--- src/rtl/sfst_pkg.sv ---
`default_nettype none
package sfst_pkg;

   // Request operation codes.
   typedef enum logic [2:0] {
      OP_INSERT = 3'd0,
      OP_FIND   = 3'd1,
      OP_REMOVE = 3'd2,
      OP_POP    = 3'd3,
      OP_GET    = 3'd4,
      OP_CLEAR  = 3'd5
   } op_type;

   // Result status codes.
   typedef enum logic [2:0] {
      ST_OK        = 3'd0,
      ST_NOT_FOUND = 3'd1,
      ST_DUPLICATE = 3'd2,
      ST_FULL      = 3'd3,
      ST_EMPTY     = 3'd4,
      ST_RANGE     = 3'd5
   } status_type;

   // Control that every cell of the chain sees in the same cycle.
   typedef struct packed {
      logic        cmp_en;
      logic        insert_en;
      logic        remove_en;
      logic [31:0] key;
   } cell_ctrl_type;

   localparam logic [31:0] ABS_MASK = 32'h7fff_ffff;
   localparam logic [31:0] INF_BITS = 32'h7f80_0000;
   localparam logic [31:0] SIGN_BIT = 32'h8000_0000;

   function automatic logic is_nan(input logic [31:0] b);
      return (b & ABS_MASK) > INF_BITS;
   endfunction

   // Float equality: plus and minus zero match, NaN never matches.
   function automatic logic feq(input logic [31:0] a, input logic [31:0] b);
      if (is_nan(a) || is_nan(b)) return 1'b0;
      return (a == b) || (((a | b) & ABS_MASK) == 32'd0);
   endfunction

   // Maps a binary32 pattern to an unsigned key with the same order.
   function automatic logic [31:0] order_key(input logic [31:0] b);
      return b[31] ? ~b : (b | SIGN_BIT);
   endfunction

   function automatic logic flt(input logic [31:0] a, input logic [31:0] b);
      if (is_nan(a) || is_nan(b) || feq(a, b)) return 1'b0;
      return order_key(a) < order_key(b);
   endfunction

endpackage
`default_nettype wire

--- src/rtl/sfst_cell.sv ---
`default_nettype none
module sfst_cell (
   input  wire logic                   clock,
   input  wire sfst_pkg::cell_ctrl_type ctrl,
   input  wire logic                   live,
   input  wire logic                   prev_lt,
   input  wire logic [31:0]            prev_value,
   input  wire logic [31:0]            next_value,
   output logic [31:0]                 value,
   output logic                        lt,
   output logic                        eq
);
   import sfst_pkg::*;

   logic [31:0] value_ff, value_in;
   logic        lt_ff, lt_in, eq_ff, eq_in;

   // Compare the held entry against the key; dead cells never match.
   always_comb begin
      lt_in = lt_ff;
      eq_in = eq_ff;
      if (ctrl.cmp_en) begin
         lt_in = live && flt(value_ff, ctrl.key);
         eq_in = live && feq(value_ff, ctrl.key);
      end
   end

   // Shift: cells at or above the key position move up on insert, down on remove.
   always_comb begin
      value_in = value_ff;
      if (ctrl.insert_en && !lt_ff) begin
         value_in = prev_lt ? ctrl.key : prev_value;
      end else if (ctrl.remove_en && !lt_ff) begin
         value_in = next_value;
      end
   end

   always_ff @(posedge clock) begin
      value_ff <= value_in;
      lt_ff    <= lt_in;
      eq_ff    <= eq_in;
   end

   assign value = value_ff;
   assign lt    = lt_ff;
   assign eq    = eq_ff;
endmodule
`default_nettype wire

--- config.mk ---
export PLATFORM = sky130hd
export DESIGN_NAME = sfst_cell
export DESIGN_NICKNAME = d
export VERILOG_FILES = /design/src/rtl/sfst_pkg.sv /design/src/rtl/sfst_cell.sv
export SDC_FILE = /design/constraint.sdc
export NUM_CORES = 1
export LEC_CHECK = 0
export ABC_AREA = 1
export BUFFER_PORTS_ARGS = -buffer_cell sky130_fd_sc_hd__buf_2
export CORE_AREA = 2 2 91 93
export CTS_CLUSTER_DIAMETER = 80
export CTS_CLUSTER_SIZE = 20
export DETAILED_ROUTE_END_ITERATION = 6
export DIE_AREA = 0 0 93 95
export GPL_TIMING_DRIVEN = 0
export PLACE_DENSITY = 0.91
export SYNTH_ARGS = -nofsm -noshare
export SYNTH_HDL_FRONTEND = slang
export SYNTH_SLANG_ARGS = --single-unit
--- constraint.sdc ---
create_clock -name clock -period 3.4 [get_ports clock]
set_clock_uncertainty 0.15 [all_clocks]
set_input_delay 0 -clock clock [delete_from_list [all_inputs] [get_ports clock]]
set_output_delay 0 -clock clock [all_outputs]
set_load 0.02 [all_outputs]
# Yosys cells after proc, flatten, opt, wreduce, memory -nomap -nowiden
# Cells that the tools add are included.
# totals
out_inout_bits	34
register_bits	34
inputBits	102
# op_classes
n_eq_ne	1
bitwise	3
order_cmp	3
n_mux	15
n_reduce_logical	10
# op_table
op	count
2-to-1 mux 32 bit	5
NOT 32 bit	2
greater-than comparator 31 bit (second input constant)	2
== test 32 bit	1
zero test 32 bit	1
less-than comparator 32 bit	1
bitwise OR 31 bit	1
2-to-1 mux 1 bit	10
logical AND 1 bit	4
logical OR 1 bit	3
nonzero test 2 bit	1
zero test 1 bit	1

# Depth between registers and ports, before layout
# Gate-level depths: netlist of the first run.
# depth
ltp_word	12
ltp_mapped	14
ltp_nobuf	13

# Worst setup path after synthesis of the first run
# OpenSTA, ideal clock, no wires.
# synth_timing
path_type	reg2reg
from	reg lt_ff (netlist: lt)
to	reg value_ff[0] (netlist: value[0]), enable pin
required_time_ns	2.828
path_buffers	1
setup_time_ns	0.422
arrival_ns	2.132
setup_slack_ns	0.696
path_stages_with_launch	3
cell_sequence	edfxtp_1 clkbuf_1 nor2_1
# synth_via
elab_chain_len	3
# synth_lines
item	line_no	rtl
from (decl)	sfst_cell.sv:16	logic lt_ff, lt_in, eq_ff, eq_in;
from (signal assigned)	sfst_cell.sv:40	lt_ff <= lt_in;
zero test 1 bit (*)	sfst_cell.sv:31, sfst_cell.sv:33	
logical AND 1 bit (on tied branches)	sfst_cell.sv:31, sfst_cell.sv:33	
nonzero test 2 bit (no source line) (*)	--	
to (signal assigned)	sfst_cell.sv:39	value_ff <= value_in;
to (decl)	sfst_cell.sv:15	logic [31:0] value_ff, value_in;
# Mark *: on every way between the ends. The rest lies on a longest branch, timed or not.
# A chain may end at the register's enable or synchronous reset.

# Final worst setup path of the first run
# layout_timing
from	reg lt_ff (netlist: lt)
to	reg value_ff[15] (netlist: value[15]) (data pin)
# layout_via
elab_chain_len	3
# layout_lines
item	line_no	rtl
zero test 1 bit	sfst_cell.sv:31	if (ctrl.insert_en && !lt_ff) begin
logical AND 1 bit	sfst_cell.sv:31	
2-to-1 mux 32 bit	sfst_cell.sv:31	
named net value_in[15]	sfst_cell.sv:15	
# The timed path passes the listed nets, and every way through them passes these cells.

==> key figures, run 1 <==
STA
  • Transition at the pin with the smallest max-transition slack: between 1 and 1.5 ns
  • Final critical path time including I/O delays and setup: 2.770 ns
  • Count of final hold-check violations: 0
  • Setup total negative slack: 0 ns
  • Normalized max-slew margin: 32.42%
  • RSZ-0062 raised after global routing: false
  • Fraction of the cycle the final worst path needs: 81.48%
  • Pins Over Slew Limit: 0
  • Max frequency: 361.0 MHz
  • Count of endpoints failing setup in the final report: 0
  • Worst Setup Slack, final: 0.6297 ns

Power
  • Power per cell area: 326.5 mW/mm²
  • Largest voltage drop on the vdd net: between 0.00015 and 0.0002 V
  • Static Leakage: approximately 0.0028 µW

Final layout
  • Number of antenna cells inserted: 0
  • Share of layout cells above drive strength 1: 24.28%
  • Most common library cell in the layout ignoring fill and taps: sky130_fd_sc_hd__buf_2
  • Area of the multi-input gates: approximately 0.0026 mm²
  • Area growth syn-to-layout: 39.12%
  • Most frequent cells in the layout: sky130_fd_sc_hd__buf_2 (146), sky130_fd_sc_hd__nand2_1 (105), sky130_fd_sc_hd__dlygate4sd3_1 (67)
  • Final instance area: around 0.0056 mm²
  • Seq. cell area: 0.001021 mm²
  • NumNets Final: approximately 890
  • Filler Cells Inserted: 611

Place
  • Post-detailed-placement cell area: approximately 0.0048 mm²
  • Routability-driven placement congestion ratio: 0.9567
  • Place WS: 0.8849 ns
  • Post-detail-place hpwl: 9585 µm
  • Total of buffers placed on input and output ports: between 100 and 150

CTS
  • Post-CTS setup buffer count: 0
  • Buffer levels on the longest clock path: 2
  • Number of clock sinks: 34
  • TritonCTS Buffers: 5
  • CTS tree: done
  • Clock slew at reported path FFs: 0.08 ns
  • Clock tree root buffer cell: sky130_fd_sc_hd__clkbuf_8
  • Source-to-sink clock delay at the later pin of the worst-skew pair: approximately 0.3 ns
  • Max H-tree Level: 2

Floorplanning
  • Die Width: 93 µm
  • Site row count: 33
  • Top-level I/O count: roughly 140
  • Core Area: 0.007928 mm²
  • Die Area: 0.008835 mm²
  • Vertical die dimension: around 95 µm
  • Initial Utilization: 50.35%

Global routing
  • Met2 capacity usage during global routing: 57.13%
  • Via count of the first global-routing pass: slightly below 5000
  • Pin count of the biggest net entering global routing: 33
  • First-pass GRT wire length: 21580 µm
  • Total grt overflow: 0
  • Number of antenna violations at the first check in global routing: 0
  • GR Layer Usage met3: 3.831%
  • Most Used Layer, Global Route: met2
  • Total routing resource utilization after global routing: a little under a third
  • Global routing met1 resource utilization: a little over a third

Critical path
  • Max FO, Critical Path: 10
  • Startpoint of the lowest-slack register-to-register path: lt
  • Startpoint-to-endpoint class of the critical path: reg2reg
  • Internal reg-to-reg setup slack: about 0.63 ns
  • Startpoint Class: register
  • CP Data Arrival Time: between 2 and 3 ns
  • Worst reg2reg path depth: 6
  • Critical path endpoint category: register
  • End of the worst register-to-register path: value[15]
  • Worst Path Required: 3.42 ns

Worst hold path
  • HP Start: ctrl[29]
  • Kind of path behind the tightest hold check: in2reg
  • Terminating pin of the worst hold path: eq
  • Number of cells on the worst hold path: 6

Drt
  • Wire length per cell: 16.21 µm
  • Number of detailed-routing iterations run before antenna repair: 6
  • Total routed wirelength: around 14000 µm
  • Antenna Violating Nets Remaining: 0
  • Post-DR vias/cell: 5.459
  • Detailed Route Iter0 Violations: 341
  • Detailed-route DRC error count: 0
  • Total number of vias: 4553

Synth
  • Instance count of the mapped netlist: 520
  • Synth Cell Area: 0.003991 mm²
  • Unique masters post-synth: 23
  • Mean post-synth cell area: 7.676 µm²
  • Yosys reg bits: 34
  • Post-Synthesis Net Count: 684
  • Portion of the post-synthesis area used by sequential elements: 25.58%
  • Syn. warnings: 0

Status
  • Run status: finished clean

Job
  • Max-capacitance violation count: 0
-- flip-flops by register name, indices dropped and copies added (netlist names) --
register and flops:
eq 1, lt 1, value 32
-- stage by stage --
stage / cells / utilization, % / total power [µW] / hold WS (ns)
finish: 834 / 70.04 / 1813 / 0.1772
global route: 834 / 70.04 / 1937 / 0.2255
CTS: 834 / 70.04 / 1785 / 0.1675
detailed placement: 759 / 60.56 / 1389 / 0.1016
global placement: 759 / 60.46 / 1338 / 0.09411
floorplan: 520 / - / 1119 / -0.03750
-- logic make-up (layout without fill, tap and decap cells) --
| group | Yosys count | in the layout | synth area share [%] |
|---|---|---|---|
| simple gates | 179 | 179 | 18.81 |
| buf+inv | 98 | 307 | 9.781 |
| compound gates | 87 | 87 | 13.23 |
| fa+ha+maj | 62 | 62 | 19.44 |
| xor+xnor | 60 | 60 | 13.17 |
| flops | 34 | 34 | 25.58 |
-- final cells by class --
cell class / count / share of cell area (%)
Buffer: 24 / 2.028
Clock buffer: 6 / 1.307
Clock inverter: 2 / 0.1577
Inverter: 74 / 5.002
Multi-Input combinational cell: 388 / 46.60
Sequential cell: 34 / 18.39
Tap cell: 105 / 2.366
Timing Repair Buffer: 201 / 24.16
-- worst max-delay path, stage by stage (launching register included) --
cell and delay [ns]:
sky130_fd_sc_hd__edfxtp_1 0.52, sky130_fd_sc_hd__nor2_1 0.37, sky130_fd_sc_hd__buf_2 0.33, sky130_fd_sc_hd__o211ai_1 0.11, sky130_fd_sc_hd__dlygate4sd3_1 0.58, sky130_fd_sc_hd__nand2_1 0.05
sky130_fd_sc_hd__dlygate4sd3_1 0.54
-- synthesized netlist by cell type (all sizes together) --
master	number	area share, %
nand2	105	9.9
inv	74	7.0
ha	62	19
nor2	37	3.5
o21ai	36	4.5
edfxtp	34	26
o211ai	32	6.0
xnor2	30	6.6
xor2	30	6.6
nand4	23	3.6
a21oi	16	2.1
buf	15	2.0
clkbuf	9	0.85
nand3	8	1.0
nor3	3	0.38
nor4	3	0.47
a211oi	1	0.19
o2111ai	1	0.22
o21a	1	0.19
-- repair_timing --
| action | 4_1_cts | 5_1_grt |
|---|---|---|
| hold buffers | 67 | 0 |
| resized for setup | 0 | 0 |
| hold endpoints to repair | 35 | 0 |
-- worst max path at each step --
stage / slack [ns] / depth (start not counted) / to / start
finish: 0.63 / 6 / value[15] / lt
global route: 0.53 / 6 / value[15] / lt
floorplan: 0.70 / 2 / value[0] / lt
detailed placement: 0.88 / 9 / lt / value[31]
CTS: 0.64 / 6 / value[15] / lt
global placement: 0.003 / 2 / value[11] / lt
-- report_power, final --
| group | internal [µW] | switching [µW] | leakage, µW |
|---|---|---|---|
| clock network | 141 | 171 | 0.0000426 |
| logic | 400 | 514 | 0.00240 |
| registers | 531 | 56.2 | 0.000333 |
-- metal layers --
metal | wire length [µm] | vias up
met1 | 5241 | 2106
met3 | 942 | 48
met5 | 0 | -
li1 | - | 2168
met2 | 6845 | 231
met4 | 491 | 0
(Power assumes the default switching activity.)
==> run 2: changes to the inputs <==
==> config.mk (replaced) <==
export PLATFORM = sky130hd
export DESIGN_NAME = sfst_cell
export DESIGN_NICKNAME = d
export VERILOG_FILES = /design/src/rtl/sfst_pkg.sv /design/src/rtl/sfst_cell.sv
export SDC_FILE = /design/constraint.sdc
export NUM_CORES = 1
export LEC_CHECK = 0
export ABC_AREA = 0
export BUFFER_PORTS_ARGS = -buffer_cell sky130_fd_sc_hd__buf_2
export CORE_AREA = 2 2 94 96
export CTS_CLUSTER_DIAMETER = 80
export CTS_CLUSTER_SIZE = 20
export DETAILED_ROUTE_END_ITERATION = 6
export DIE_AREA = 0 0 96 98
export GPL_TIMING_DRIVEN = 0
export PLACE_DENSITY = 0.87
export SYNTH_ARGS = -nofsm -noshare
export SYNTH_HDL_FRONTEND = slang
export SYNTH_SLANG_ARGS = --single-unit
==> constraint.sdc (replaced) <==
create_clock -name clock -period 2.4 [get_ports clock]
set_clock_uncertainty 0.15 [all_clocks]
set_input_delay 0 -clock clock [delete_from_list [all_inputs] [get_ports clock]]
set_output_delay 0 -clock clock [all_outputs]
set_load 0.02 [all_outputs]
==> key figures, run 2 <==
Critical path
  • Startpoint-to-endpoint class of the critical path: reg2reg
  • CP Data Arrival Time: 2.57 ns (-0.22 ns)
  • Critical path endpoint category: register
  • Max FO, Critical Path: 10 (unchanged)
  • Startpoint Class: register
  • Worst Path Required: 2.38 ns (-1.04 ns)

Synth
  • Dominant cell type by area after synthesis: sky130_fd_sc_hd__edfxtp_1
  • Portion of the post-synthesis area used by sequential elements: 26.58% (+1.0 points)
  • Cell with the most instances after synthesis: sky130_fd_sc_hd__inv_1
  • Top FF cell, synth: sky130_fd_sc_hd__edfxtp_1
  • Instance count of the mapped netlist: 431 (-17%)
  • Mean post-synth cell area: 8.912 µm² (+16%)
  • Yosys reg bits: 34 (unchanged)
  • Synth Cell Area: 0.003841 mm² (-3.8%)
  • Syn. warnings: 0 (unchanged)
  • Area share of the largest cell type after synthesis: 26.58% (+1.0 points)
  • Most frequent cells after synthesis: sky130_fd_sc_hd__inv_1 (63), sky130_fd_sc_hd__ha_1 (62), sky130_fd_sc_hd__nand2_1 (44), sky130_fd_sc_hd__edfxtp_1 (34), sky130_fd_sc_hd__o21ai_0 (33)
  • Largest cells by area after synthesis: sky130_fd_sc_hd__edfxtp_1 (27%), sky130_fd_sc_hd__ha_1 (20%), sky130_fd_sc_hd__mux2i_1 (8.3%), sky130_fd_sc_hd__xnor2_1 (7.1%), sky130_fd_sc_hd__xor2_1 (7.1%)
  • Post-Synthesis Net Count: 595 (-13%)
  • Fraction of synthesis flops using an asynchronous set or reset pin: 0% (unchanged)
  • Unique masters post-synth: 32 (+39%)
  • Count of flip-flops with a built-in enable after synthesis: 34 (unchanged)

Power
  • Power, Total: 2564 µW (+41%)
  • Largest voltage drop on the vdd net: 0.0002283 V (+20%)
  • Static Leakage: 0.002750 µW (-0.96%)
  • Part of the total power dissipated in the clock network: 17.2% (about the same)
  • Power per cell area: 464.1 mW/mm² (+42%)
  • Sequential share of power: 32.9% (+0.5 points)
  • NetSw: 1040 µW (+40%)
  • Switching share of power: 40.58% (-0.29 points)
  • Logic gate share of total power: 49.9% (-0.5 points)
  • Int Power: 1523 µW (+42%)

Final layout
  • Final core utilization: 65.25% (-4.8 points)
  • Seq. cell area: 0.001021 mm² (unchanged)
  • Flip-flop count of the largest register after layout: 32 (unchanged)
  • Filler Cells Inserted: 656 (+7.4%)
  • Most frequent cells in the layout: sky130_fd_sc_hd__buf_2 (142), sky130_fd_sc_hd__dlygate4sd3_1 (69), sky130_fd_sc_hd__inv_1 (63)
  • Area of the multi-input gates: 0.002549 mm² (-1.5%)
  • Number of cells in the finished layout apart from fillers: 754 (-9.6%)
  • Area growth syn-to-layout: 43.81%
  • Share of layout cells above drive strength 1: 26.20% (+1.9 points)
  • NumNets Final: 808 (-9.4%)
  • Most common library cell in the layout ignoring fill and taps: sky130_fd_sc_hd__buf_2

Drt
  • Number of detailed-routing iterations run before antenna repair: 5 (-1)
  • Total routed wirelength: 13800 µm (+2.1%)
  • Detailed Route Iter0 Violations: 275 (-19%)
  • Antenna Violating Nets Remaining: 0 (unchanged)
  • Detailed-route DRC error count: 0 (unchanged)
  • Wire length per cell: 18.30 µm (+13%)
  • Total number of vias: 4228 (-7.1%)
  • Post-DR vias/cell: 5.607 (+2.7%)

Floorplanning
  • Initial Utilization: 45.37% (-5.0 points)
  • Site row count: 34 (+3.0%)
  • Die Area: 0.009408 mm² (+6.5%)
  • Top-level I/O count: 136 (unchanged)
  • Vertical die dimension: 98 µm (+3.2%)
  • Core Area: 0.008466 mm² (+6.8%)
  • Die Width: 96 µm (+3.2%)

Place
  • Placed cell count: 673 (-11%)
  • Post-detail-place hpwl: 9228 µm (-3.7%)
  • Routability-driven placement congestion ratio: 0.9231 (-3.5%)
  • Total of buffers placed on input and output ports: 134 (unchanged)

CTS
  • Clock slew at reported path FFs: 0.08 ns (about the same)
  • TritonCTS Buffers: 5 (unchanged)
  • CTS tree: done
  • Max H-tree Level: 2 (unchanged)
  • Source-to-sink clock delay at the later pin of the worst-skew pair: 0.30 ns (about the same)
  • Clock tree root buffer cell: sky130_fd_sc_hd__clkbuf_8
  • Number of clock sinks: 34 (unchanged)
  • Buffer levels on the longest clock path: 2 (unchanged)

Global routing
  • Total grt overflow: 0 (unchanged)
  • Pin count of the biggest net entering global routing: 33 (unchanged)
  • Total routing resource utilization after global routing: 28.76% (-1.9 points)
  • First-pass GRT wire length: 20930 µm (-3.0%)
  • Via count of the first global-routing pass: 4449 (-7.9%)
  • Number of antenna violations at the first check in global routing: 1 (+1)

STA
  • Count of final hold-check violations: 0 (unchanged)
  • Transition at the pin with the smallest max-transition slack: 0.9435 ns (-0.06782 ns)
  • Worst Setup Slack, final: -0.1878 ns (-0.8176 ns)
  • Count of endpoints failing setup in the final report: 1 (+1)
  • Max frequency: 386.4 MHz (+7.0%)
  • Hold Worst Slack: 0.02143 ns (-0.1558 ns)
  • Pins Over Slew Limit: 0 (unchanged)
  • Setup total negative slack: -0.1878 ns (-0.1878 ns)
  • Normalized max-slew margin: 36.95% (+4.5 points)
  • RSZ-0062 raised after global routing: true
  • Final critical path time including I/O delays and setup: 2.588 ns (-0.1824 ns)
  • Fraction of the cycle the final worst path needs: 107.8% (+26 points)

Status
  • Violations in the final reports: negative setup slack
  • Run status: finished, violations left

Job
  • Max-capacitance violation count: 0 (unchanged)

Worst hold path
  • Kind of path behind the tightest hold check: in2reg
run 2: cells by family after synthesis:
logic type	count (synthesis)	share of synthesized area (%)
AOI/OAI and AO/OA	61	9.577
xor gates and xnor gates	62	14.14
adders and majority gates	62	20.20
buffers and inverters	82	8.404
DFF	34	26.58
muxes	32	8.339
and+or+nand+nor	98	12.77
run 2: power groups by stage:
stage	clock network, µW	logic [µW]	registers (µW)
global placement	0	1020	847
finish	442	1280	842
CTS	434	1230	837
detailed placement	0	1080	850
global route	462	1400	849
floorplan	0	640	902
run 2: worst max-delay path: stages (launching register included):
cell	delay (ns)
sky130_fd_sc_hd__edfxtp_1	0.40
sky130_fd_sc_hd__buf_6	0.15
sky130_fd_sc_hd__buf_6	0.15
sky130_fd_sc_hd__xor2_1	0.17
sky130_fd_sc_hd__ha_1	0.32
sky130_fd_sc_hd__nand4_1	0.16
sky130_fd_sc_hd__buf_4	0.14
sky130_fd_sc_hd__nor2_1	0.04
sky130_fd_sc_hd__a2bb2oi_1	0.29
sky130_fd_sc_hd__o2111ai_2	0.19
sky130_fd_sc_hd__a211oi_2	0.26
run 2: final timing paths:
| path | slack [ns] | startpoint | endpoint | depth (start not counted) |
|---|---|---|---|---|
| worst max-delay path | -0.19 | value[31] | lt | 10 |
| worst min-delay path | 0.02 | ctrl[10] | value[10] | 3 |
| worst max register to register | -0.19 | value[31] | lt | 10 |
| worst min register to register | 0.66 | lt | value[19] | 1 |
run 2: what timing repair did:
item | CTS | global route
setup buffers | 4 | 0
hold buffers | 69 | 0
setup endpoints to repair | 1 | 4
gates cloned | 0 | 0
pin swaps | 11 | 4
hold endpoints to repair | 35 | 0
resized for setup | 10 | 1
run 2: per-stage QoR:
step / setup slack [ns] / cell area [µm²]
after floorplan: -0.06514 / 3855
after global placement: -0.1824 / 4661
after detailed placement: -0.2261 / 4666
after CTS: -0.1236 / 5519
after global routing: -0.2905 / 5524
final: -0.1878 / 5524
run 2: cell type report:
| cell class | count | share of cell area [%] |
|---|---|---|
| Antenna cell | 1 | 0.04530 |
| Sequential cell | 34 | 18.48 |
| Clock inverter | 3 | 0.2945 |
| Multi-Input combinational cell | 315 | 46.14 |
| Timing Repair Buffer | 207 | 25.19 |
| Buffer | 18 | 1.880 |
| Inverter | 63 | 4.281 |
| Tap cell | 108 | 2.446 |
| Clock buffer | 5 | 1.246 |
run 2: metal layers:
metal / part of all wire [%] / GRT usage [%] / routed length [µm] / vias to the layer above
li1: - / - / - / 1937
met1: 39 / 34.03 / 5403 / 1998
met2: 49 / 48.50 / 6729 / 232
met3: 8.0 / 6.096 / 1105 / 61
met4: 4.1 / 14.18 / 562 / 0
met5: 0 / 0 / 0 / -
